<file path="src/cne_pkg.sv">
package cne_pkg;

    localparam int INDEX_W = 5;
    localparam int VALUE_W = 31;

    typedef logic [INDEX_W-1:0] t_index;
    typedef logic [VALUE_W-1:0] t_value;

endpackage

</file>
<file path="src/catalan_number_engine_unit.sv">
// Channel   Direction  Handshake                 Payload
// request   in         i_in_valid / o_in_stall   i_index_n
// result    out        o_out_valid / i_out_stall o_catalan_value, o_out_of_range
//
// A request for index n of two or more builds the table row by row from row two up to n,
// using the single multiply-accumulate path (table read, multiply, add) that every term passes through.
// Index zero, index one and indices above MAX_INDEX are answered directly, without building the table.
// Reset is synchronous and active low; it clears the sequencer and the output register.
// The block stalls requests while a request is being worked on or its result waits.
module catalan_number_engine_unit #(
    parameter int MAX_INDEX = 19
) (
    input  logic                      i_clk,
    input  logic                      i_rst_n,
    input  logic                      i_in_valid,
    output logic                      o_in_stall,
    input  logic [cne_pkg::INDEX_W-1:0] i_index_n,
    output logic                      o_out_valid,
    input  logic                      i_out_stall,
    output logic [cne_pkg::VALUE_W-1:0] o_catalan_value,
    output logic                      o_out_of_range
);

    localparam int DEPTH = MAX_INDEX + 1;
    localparam int AW    = (DEPTH > 1) ? $clog2(DEPTH) : 1;

    localparam logic [2:0] S_IDLE = 3'd0;
    localparam logic [2:0] S_SEED = 3'd1;
    localparam logic [2:0] S_RUN  = 3'd2;
    localparam logic [2:0] S_WAIT = 3'd3;
    localparam logic [2:0] S_FIN  = 3'd4;

    logic [2:0]      r_state;
    cne_pkg::t_index r_n;
    cne_pkg::t_index r_row;
    cne_pkg::t_index r_term;
    cne_pkg::t_value r_sum;
    cne_pkg::t_value r_res_val;
    logic            r_res_oor;

    logic            r_s1_vld;
    logic            r_s1_last;
    cne_pkg::t_value r_rd_a;
    cne_pkg::t_value r_rd_b;
    logic            r_s2_vld;
    logic            r_s2_last;
    cne_pkg::t_value r_prod;

    logic            r_out_vld;
    cne_pkg::t_value r_out_val;
    logic            r_out_oor;

    cne_pkg::t_value r_mem [0:DEPTH-1];

    logic            w_accept;
    logic            w_issue;
    logic            w_last;
    logic [AW-1:0]   w_addr_a;
    logic [AW-1:0]   w_addr_b;
    logic            w_wr_en;
    logic [AW-1:0]   w_wr_addr;
    cne_pkg::t_value w_wr_data;
    cne_pkg::t_value n_sum;
    cne_pkg::t_value n_prod;
    logic            w_out_load;

    assign o_in_stall      = (r_state != S_IDLE);
    assign w_accept        = i_in_valid && (r_state == S_IDLE);
    assign w_issue         = (r_state == S_RUN);
    assign w_last          = (r_term == r_row);
    assign w_addr_a        = AW'(r_term - cne_pkg::INDEX_W'(1));
    assign w_addr_b        = AW'(r_row - r_term);
    assign n_sum           = r_sum + r_prod;
    assign n_prod          = r_rd_a * r_rd_b;
    assign w_out_load      = (r_state == S_FIN) && (!r_out_vld || !i_out_stall);
    assign o_out_valid     = r_out_vld;
    assign o_catalan_value = r_out_val;
    assign o_out_of_range  = r_out_oor;

    always_comb begin
        w_wr_en   = 1'b0;
        w_wr_addr = '0;
        w_wr_data = n_sum;
        if (w_accept && (i_index_n > cne_pkg::INDEX_W'(1))
                && (i_index_n <= cne_pkg::INDEX_W'(MAX_INDEX))) begin
            w_wr_en   = 1'b1;
            w_wr_addr = '0;
            w_wr_data = cne_pkg::VALUE_W'(1);
        end else if (r_state == S_SEED) begin
            w_wr_en   = 1'b1;
            w_wr_addr = AW'(1);
            w_wr_data = cne_pkg::VALUE_W'(1);
        end else if (r_s2_vld && r_s2_last) begin
            w_wr_en   = 1'b1;
            w_wr_addr = AW'(r_row);
            w_wr_data = n_sum;
        end
    end

    always_ff @(posedge i_clk) begin
        if (w_wr_en) begin
            r_mem[w_wr_addr] <= w_wr_data;
        end
        r_rd_a <= r_mem[w_addr_a];
        r_rd_b <= r_mem[w_addr_b];
        r_prod <= n_prod;
    end

    always_ff @(posedge i_clk) begin
        if (!i_rst_n) begin
            r_state   <= S_IDLE;
            r_n       <= '0;
            r_row     <= '0;
            r_term    <= '0;
            r_sum     <= '0;
            r_res_val <= '0;
            r_res_oor <= 1'b0;
            r_s1_vld  <= 1'b0;
            r_s1_last <= 1'b0;
            r_s2_vld  <= 1'b0;
            r_s2_last <= 1'b0;
            r_out_vld <= 1'b0;
            r_out_val <= '0;
            r_out_oor <= 1'b0;
        end else begin
            r_s1_vld  <= w_issue;
            r_s1_last <= w_issue && w_last;
            r_s2_vld  <= r_s1_vld;
            r_s2_last <= r_s1_last;

            if (r_s2_vld) begin
                r_sum <= r_s2_last ? '0 : n_sum;
            end

            if (w_out_load) begin
                r_out_vld <= 1'b1;
                r_out_val <= r_res_val;
                r_out_oor <= r_res_oor;
            end else if (!i_out_stall) begin
                r_out_vld <= 1'b0;
            end

            case (r_state)
                S_IDLE: begin
                    if (w_accept) begin
                        r_n <= i_index_n;
                        if (i_index_n > cne_pkg::INDEX_W'(MAX_INDEX)) begin
                            r_res_val <= '0;
                            r_res_oor <= 1'b1;
                            r_state   <= S_FIN;
                        end else if (i_index_n <= cne_pkg::INDEX_W'(1)) begin
                            r_res_val <= cne_pkg::VALUE_W'(1);
                            r_res_oor <= 1'b0;
                            r_state   <= S_FIN;
                        end else begin
                            r_state <= S_SEED;
                        end
                    end
                end
                S_SEED: begin
                    r_row   <= cne_pkg::INDEX_W'(2);
                    r_term  <= cne_pkg::INDEX_W'(1);
                    r_sum   <= '0;
                    r_state <= S_RUN;
                end
                S_RUN: begin
                    if (w_last) begin
                        r_state <= S_WAIT;
                    end else begin
                        r_term <= r_term + cne_pkg::INDEX_W'(1);
                    end
                end
                S_WAIT: begin
                    if (r_s2_vld && r_s2_last) begin
                        if (r_row == r_n) begin
                            r_res_val <= n_sum;
                            r_res_oor <= 1'b0;
                            r_state   <= S_FIN;
                        end else begin
                            r_row   <= r_row + cne_pkg::INDEX_W'(1);
                            r_term  <= cne_pkg::INDEX_W'(1);
                            r_state <= S_RUN;
                        end
                    end
                end
                S_FIN: begin
                    if (w_out_load) begin
                        r_state <= S_IDLE;
                    end
                end
                default: begin
                    r_state <= S_IDLE;
                end
            endcase
        end
    end

endmodule

</file>
<file path="config.mk">
export PLATFORM = sky130hd
export DESIGN_NAME = catalan_number_engine_unit
export DESIGN_NICKNAME = d
export VERILOG_FILES = /design/src/cne_pkg.sv /design/src/catalan_number_engine_unit.sv
export SDC_FILE = /design/constraint.sdc
export NUM_CORES = 2
export LEC_CHECK = 0
export ABC_AREA = 1
export BUFFER_PORTS_ARGS = -buffer_cell sky130_fd_sc_hd__buf_2
export CORE_AREA = 3 3 232 461
export DETAILED_ROUTE_END_ITERATION = 10
export DIE_AREA = 0 0 235 464
export PLACE_DENSITY_LB_ADDON = 0.15
export SYNTH_ARGS = -nofsm -noshare
export SYNTH_HDL_FRONTEND = slang
export SYNTH_SLANG_ARGS = --single-unit
</file>
<file path="constraint.sdc">
create_clock -name i_clk -period 5.9 [get_ports i_clk]
set_input_delay 0.885 -clock i_clk [delete_from_list [all_inputs] [get_ports i_clk]]
set_output_delay 0.885 -clock i_clk [all_outputs]
set_load 0.03 [all_outputs]
</file>
==> insert_results.sql <==
INSERT INTO impl_metrics (metric_group, metric, value, unit) VALUES
('setup_path', 'crit_slowest_cell', 'sky130_fd_sc_hd__fa_1', ''),
('logic_synthesis', 'synth.distinct_cells', '62', ''),
('logic_synthesis', 'asyncSetResetFlopFracSynth', '0', '%'),
('final_layout', 'mostFrequentLayoutCell', 'sky130_fd_sc_hd__nand2_1', ''),
('cts', 'worstSkewPairLatency', '720', 'ps'),
('logic_synthesis', 'multiplexer_share_of_the_synthesized_area', '0', '%'),
('global_route', 'maximum_number_of_pins_on_one_net_before_global_route_repair', '180', ''),
('logic_synthesis', 'yosysWarningCount', '0', ''),
('setup_path', 'timing.critical_path.max_delay_family', 'adder cells', ''),
('timing', 'worst_slew_margin_rel', '12.8', '%'),
('setup_path', 'worstPathMaxFanout', '7', ''),
('final_layout', 'layout.filler_cells', '8845', ''),
('logic_synthesis', 'cell_area_after_technology_mapping', '0.0536', 'mm2'),
('detailed_routing', 'drc', '0', ''),
('floorplanning', 'design.core.area', '0.104', 'mm2'),
('setup_path', 'criticalPathCategory', 'flip-flop to flip-flop', ''),
('floorplanning', 'fp.dieH', '464', 'um'),
('global_route', 'grt_first_pass_wirelength', '277000', 'um'),
('status', 'violations', 'setup timing', ''),
('logic_synthesis', 'synth_simple_gate_area_share', '13.1', '%'),
('setup_path', 'cp.required', '6470', 'ps'),
('place', 'placed_cells_incl_taps', '7321', ''),
('logic_synthesis', 'synth_area_in_compound_gates', '16.2', '%'),
('cts', 'cts.sink_count', '831', ''),
('cts', 'cts_tree', 'built', ''),
('logic_synthesis', 'post_synth_fa_ha_maj_area_fraction', '17.9', '%'),
('timing', 'max_slew.worst_pin.slew', '1300', 'ps'),
('logic_synthesis', 'synth_xor_xnor_area_share', '1.02', '%'),
('final_layout', 'drive_above_1_share', '12.4', '%'),
('setup_path', 'critical-path-max-stage-delay', '540', 'ps'),
('setup_path', 'cp_num_buf_inv', '8', ''),
('global_route', 'grtUsageTotal', '33.9', '%'),
('timing', 'timing.final.setup_violations', '14', ''),
('cts', 'htree_levels', '3', ''),
('cts', 'clk_path_buf_depth', '3', ''),
('final_layout', 'finish.instance_area', '0.0612', 'mm2'),
('detailed_routing', 'first_iter_violations', '4523', ''),
('detailed_routing', 'via_count', '45000', ''),
('floorplanning', 'die_w', '235', 'um'),
('place', 'port-buffer-count', '42', ''),
('place', 'routability_driven_placement_congestion_ratio', '0.983', ''),
('global_route', 'overflow', '0', ''),
('final_layout', 'mostFrequentLayoutCells', 'sky130_fd_sc_hd__nand2_1 (863), sky130_fd_sc_hd__inv_1 (841), sky130_fd_sc_hd__o21ai_0 (736)', ''),
('place', 'detailed_place.area', '0.0574', 'mm2'),
('timing', 'finalClockSkew', '47.0', 'ps'),
('timing', 'rsz0062_at_grt', 'true', ''),
('logic_synthesis', 'synth-main-ff-cell', 'sky130_fd_sc_hd__edfxtp_1', ''),
('setup_path', 'worst-endpoint-arrival', '6850', 'ps'),
('logic_synthesis', 'ys_ff_latch', '831', ''),
('logic_synthesis', 'main_combinational_cell_family_by_area_after_synthesis', 'adder cells', ''),
('logic_synthesis', 'average_cell_area_after_synthesis', '8.95', 'um2'),
('cts', 'clkSlewWorstSetupHoldPaths', '70', 'ps'),
('global_route', 'antenna_found_initial', '9', ''),
('final_layout', 'sequential_cell_area', '0.0229', 'mm2'),
('final_layout', 'multi_input_area', '0.0269', 'mm2'),
('timing', 'setup_slack', '-378', 'ps'),
('final_layout', 'finalNonFillerCells', '7500', ''),
('floorplanning', 'core.rowCount', '167', ''),
('timing', 'fin_crit', '6280', 'ps'),
('global_route', 'number_of_global_route_vias_before_repair', '45300', ''),
('timing', 'setup-tns-final', '-3820', 'ps'),
('run', 'timing.max_cap.violations', '0', ''),
('logic_synthesis', 'synth_enable_flop_cells', '620', ''),
('status', 'status', 'finished, violations left', ''),
('worst_hold_path', 'hold_class', 'flip-flop to flip-flop', ''),
('floorplanning', 'design.die.area', '0.109', 'mm2'),
('timing', 'final_hold_viol_count', '0', ''),
('detailed_routing', 'post_detailed_route_via_to_cell_ratio', '5.99', ''),
('timing', 'timing.final.crit_share', '106', '%'),
('setup_path', 'crit_path_end_kind', 'flip-flop', ''),
('detailed_routing', 'drt_first_pass_iters', '6', '');
[worst register-to-register path, cell delays in order, from the launching register on]
cell and delay [ps]:
sky130_fd_sc_hd__dfxtp_2 330, sky130_fd_sc_hd__buf_12 150, sky130_fd_sc_hd__buf_6 120, sky130_fd_sc_hd__nand2_2 50, sky130_fd_sc_hd__inv_2 30, sky130_fd_sc_hd__fa_1 510
sky130_fd_sc_hd__fa_2 460, sky130_fd_sc_hd__fa_1 500, sky130_fd_sc_hd__inv_2 40, sky130_fd_sc_hd__fa_1 510, sky130_fd_sc_hd__inv_2 40, sky130_fd_sc_hd__fa_1 510
sky130_fd_sc_hd__fa_1 530, sky130_fd_sc_hd__fa_1 530, sky130_fd_sc_hd__inv_2 50, sky130_fd_sc_hd__fa_1 540, sky130_fd_sc_hd__inv_2 50, sky130_fd_sc_hd__ha_4 280
sky130_fd_sc_hd__a21oi_4 140, sky130_fd_sc_hd__o21ai_2 80, sky130_fd_sc_hd__a21oi_2 150, sky130_fd_sc_hd__nand3_2 90, sky130_fd_sc_hd__a21o_1 220, sky130_fd_sc_hd__buf_6 120
sky130_fd_sc_hd__xor2_1 130
[cells in the mapped netlist (39+ instances only)]
library cell,count,share of area (%)
sky130_fd_sc_hd__edfxtp_1,620,35
sky130_fd_sc_hd__a21oi_1,412,3.8
sky130_fd_sc_hd__nor2_1,611,4.3
sky130_fd_sc_hd__a31oi_1,71,0.83
sky130_fd_sc_hd__nand2_1,882,6.2
sky130_fd_sc_hd__nand3_1,180,1.7
sky130_fd_sc_hd__o21ai_0,747,7.0
sky130_fd_sc_hd__ha_1,156,3.6
sky130_fd_sc_hd__o211ai_1,157,2.2
sky130_fd_sc_hd__fa_1,382,14
sky130_fd_sc_hd__buf_2,92,0.86
sky130_fd_sc_hd__xor2_1,39,0.64
sky130_fd_sc_hd__inv_1,861,6.0
sky130_fd_sc_hd__buf_1,44,0.31
sky130_fd_sc_hd__dfxtp_1,211,7.9
sky130_fd_sc_hd__clkbuf_1,232,1.6
sky130_fd_sc_hd__o21ai_1,41,0.38
[layout make-up]
cell class              count  area share [%]
diodes                      5          0.0204
inverters                 879            5.43
multi-input cells        3901            44.0
repair buffers            388            5.96
clock buffers              87            3.29
clock inverters            57            1.17
flip-flops and latches    831            37.4
well taps                1352            2.76
[state kept, by name, summed over array words and instances (netlist names)]
| signal | cells |
|---|---|
| r_state | 3 |
| o_catalan_value | 31 |
| o_out_of_range | 1 |
| r_rd_b | 31 |
| r_s1_vld | 1 |
| r_n | 5 |
| r_mem | 620 |
| r_row | 5 |
| r_s1_last | 1 |
| r_s2_last | 1 |
| r_s2_vld | 1 |
| r_sum | 31 |
| r_rd_a | 31 |
| r_res_val | 31 |
| r_term | 5 |
| r_res_oor | 1 |
| r_prod | 31 |
| o_out_valid | 1 |
[final timing paths]
kind | startpoint | to | slack [ps] | cells past startpoint
worst max register to register | r_rd_b[4]$_DFF_P_ | r_prod[26]$_DFF_P_ | -380 | 24
worst min-delay path | r_s1_last$_SDFF_PN0_ | r_s2_last$_SDFF_PN0_ | 410 | 2
worst max-delay path | r_rd_b[4]$_DFF_P_ | r_prod[26]$_DFF_P_ | -380 | 24
worst min register to register | r_s1_last$_SDFF_PN0_ | r_s2_last$_SDFF_PN0_ | 410 | 2
[per-stage QoR]
stage	util [%]	setup WS, ps
6_report	58.9	-378
5_1_grt	58.9	-584
4_1_cts	58.5	-340
3_5_place_dp	55.3	-541
3_3_place_gp	55.3	-511
2_1_floorplan	-	-62.1
[timing repair]
action	in CTS	in global routing
pin swaps	56	65
setup endpoints to repair	17	17
buffers inserted	19	13
gates cloned	1	0
hold endpoints to repair	0	0
resized for setup	106	86
[logic make-up (layout without fill, tap and decap cells)]
| logic type | after synthesis | in the layout |
|---|---|---|
| buffers and inverters | 1259 | 1411 |
| AO/OA/AOI/OAI | 1556 | 1556 |
| adder cells (fa/ha/maj) | 538 | 538 |
| XOR/XNOR | 61 | 61 |
| other | 0 | 5 |
| flip-flops | 831 | 831 |
| AND/OR/NAND/NOR | 1746 | 1746 |
[routing by layer]
layer / global-route usage (%) / part of all wire [%] / up-vias
met5: 0 / 0.022 / -
met1: 34.6 / 32 / 21800
met4: 30.1 / 11 / 6
met2: 59.6 / 51 / 2253
li1: - / - / 20000
met3: 5.60 / 7.1 / 839
Power is left out: the tool's default activity adds up to more than one toggle a clock period on the data nets, which glitch-free logic cannot reach.
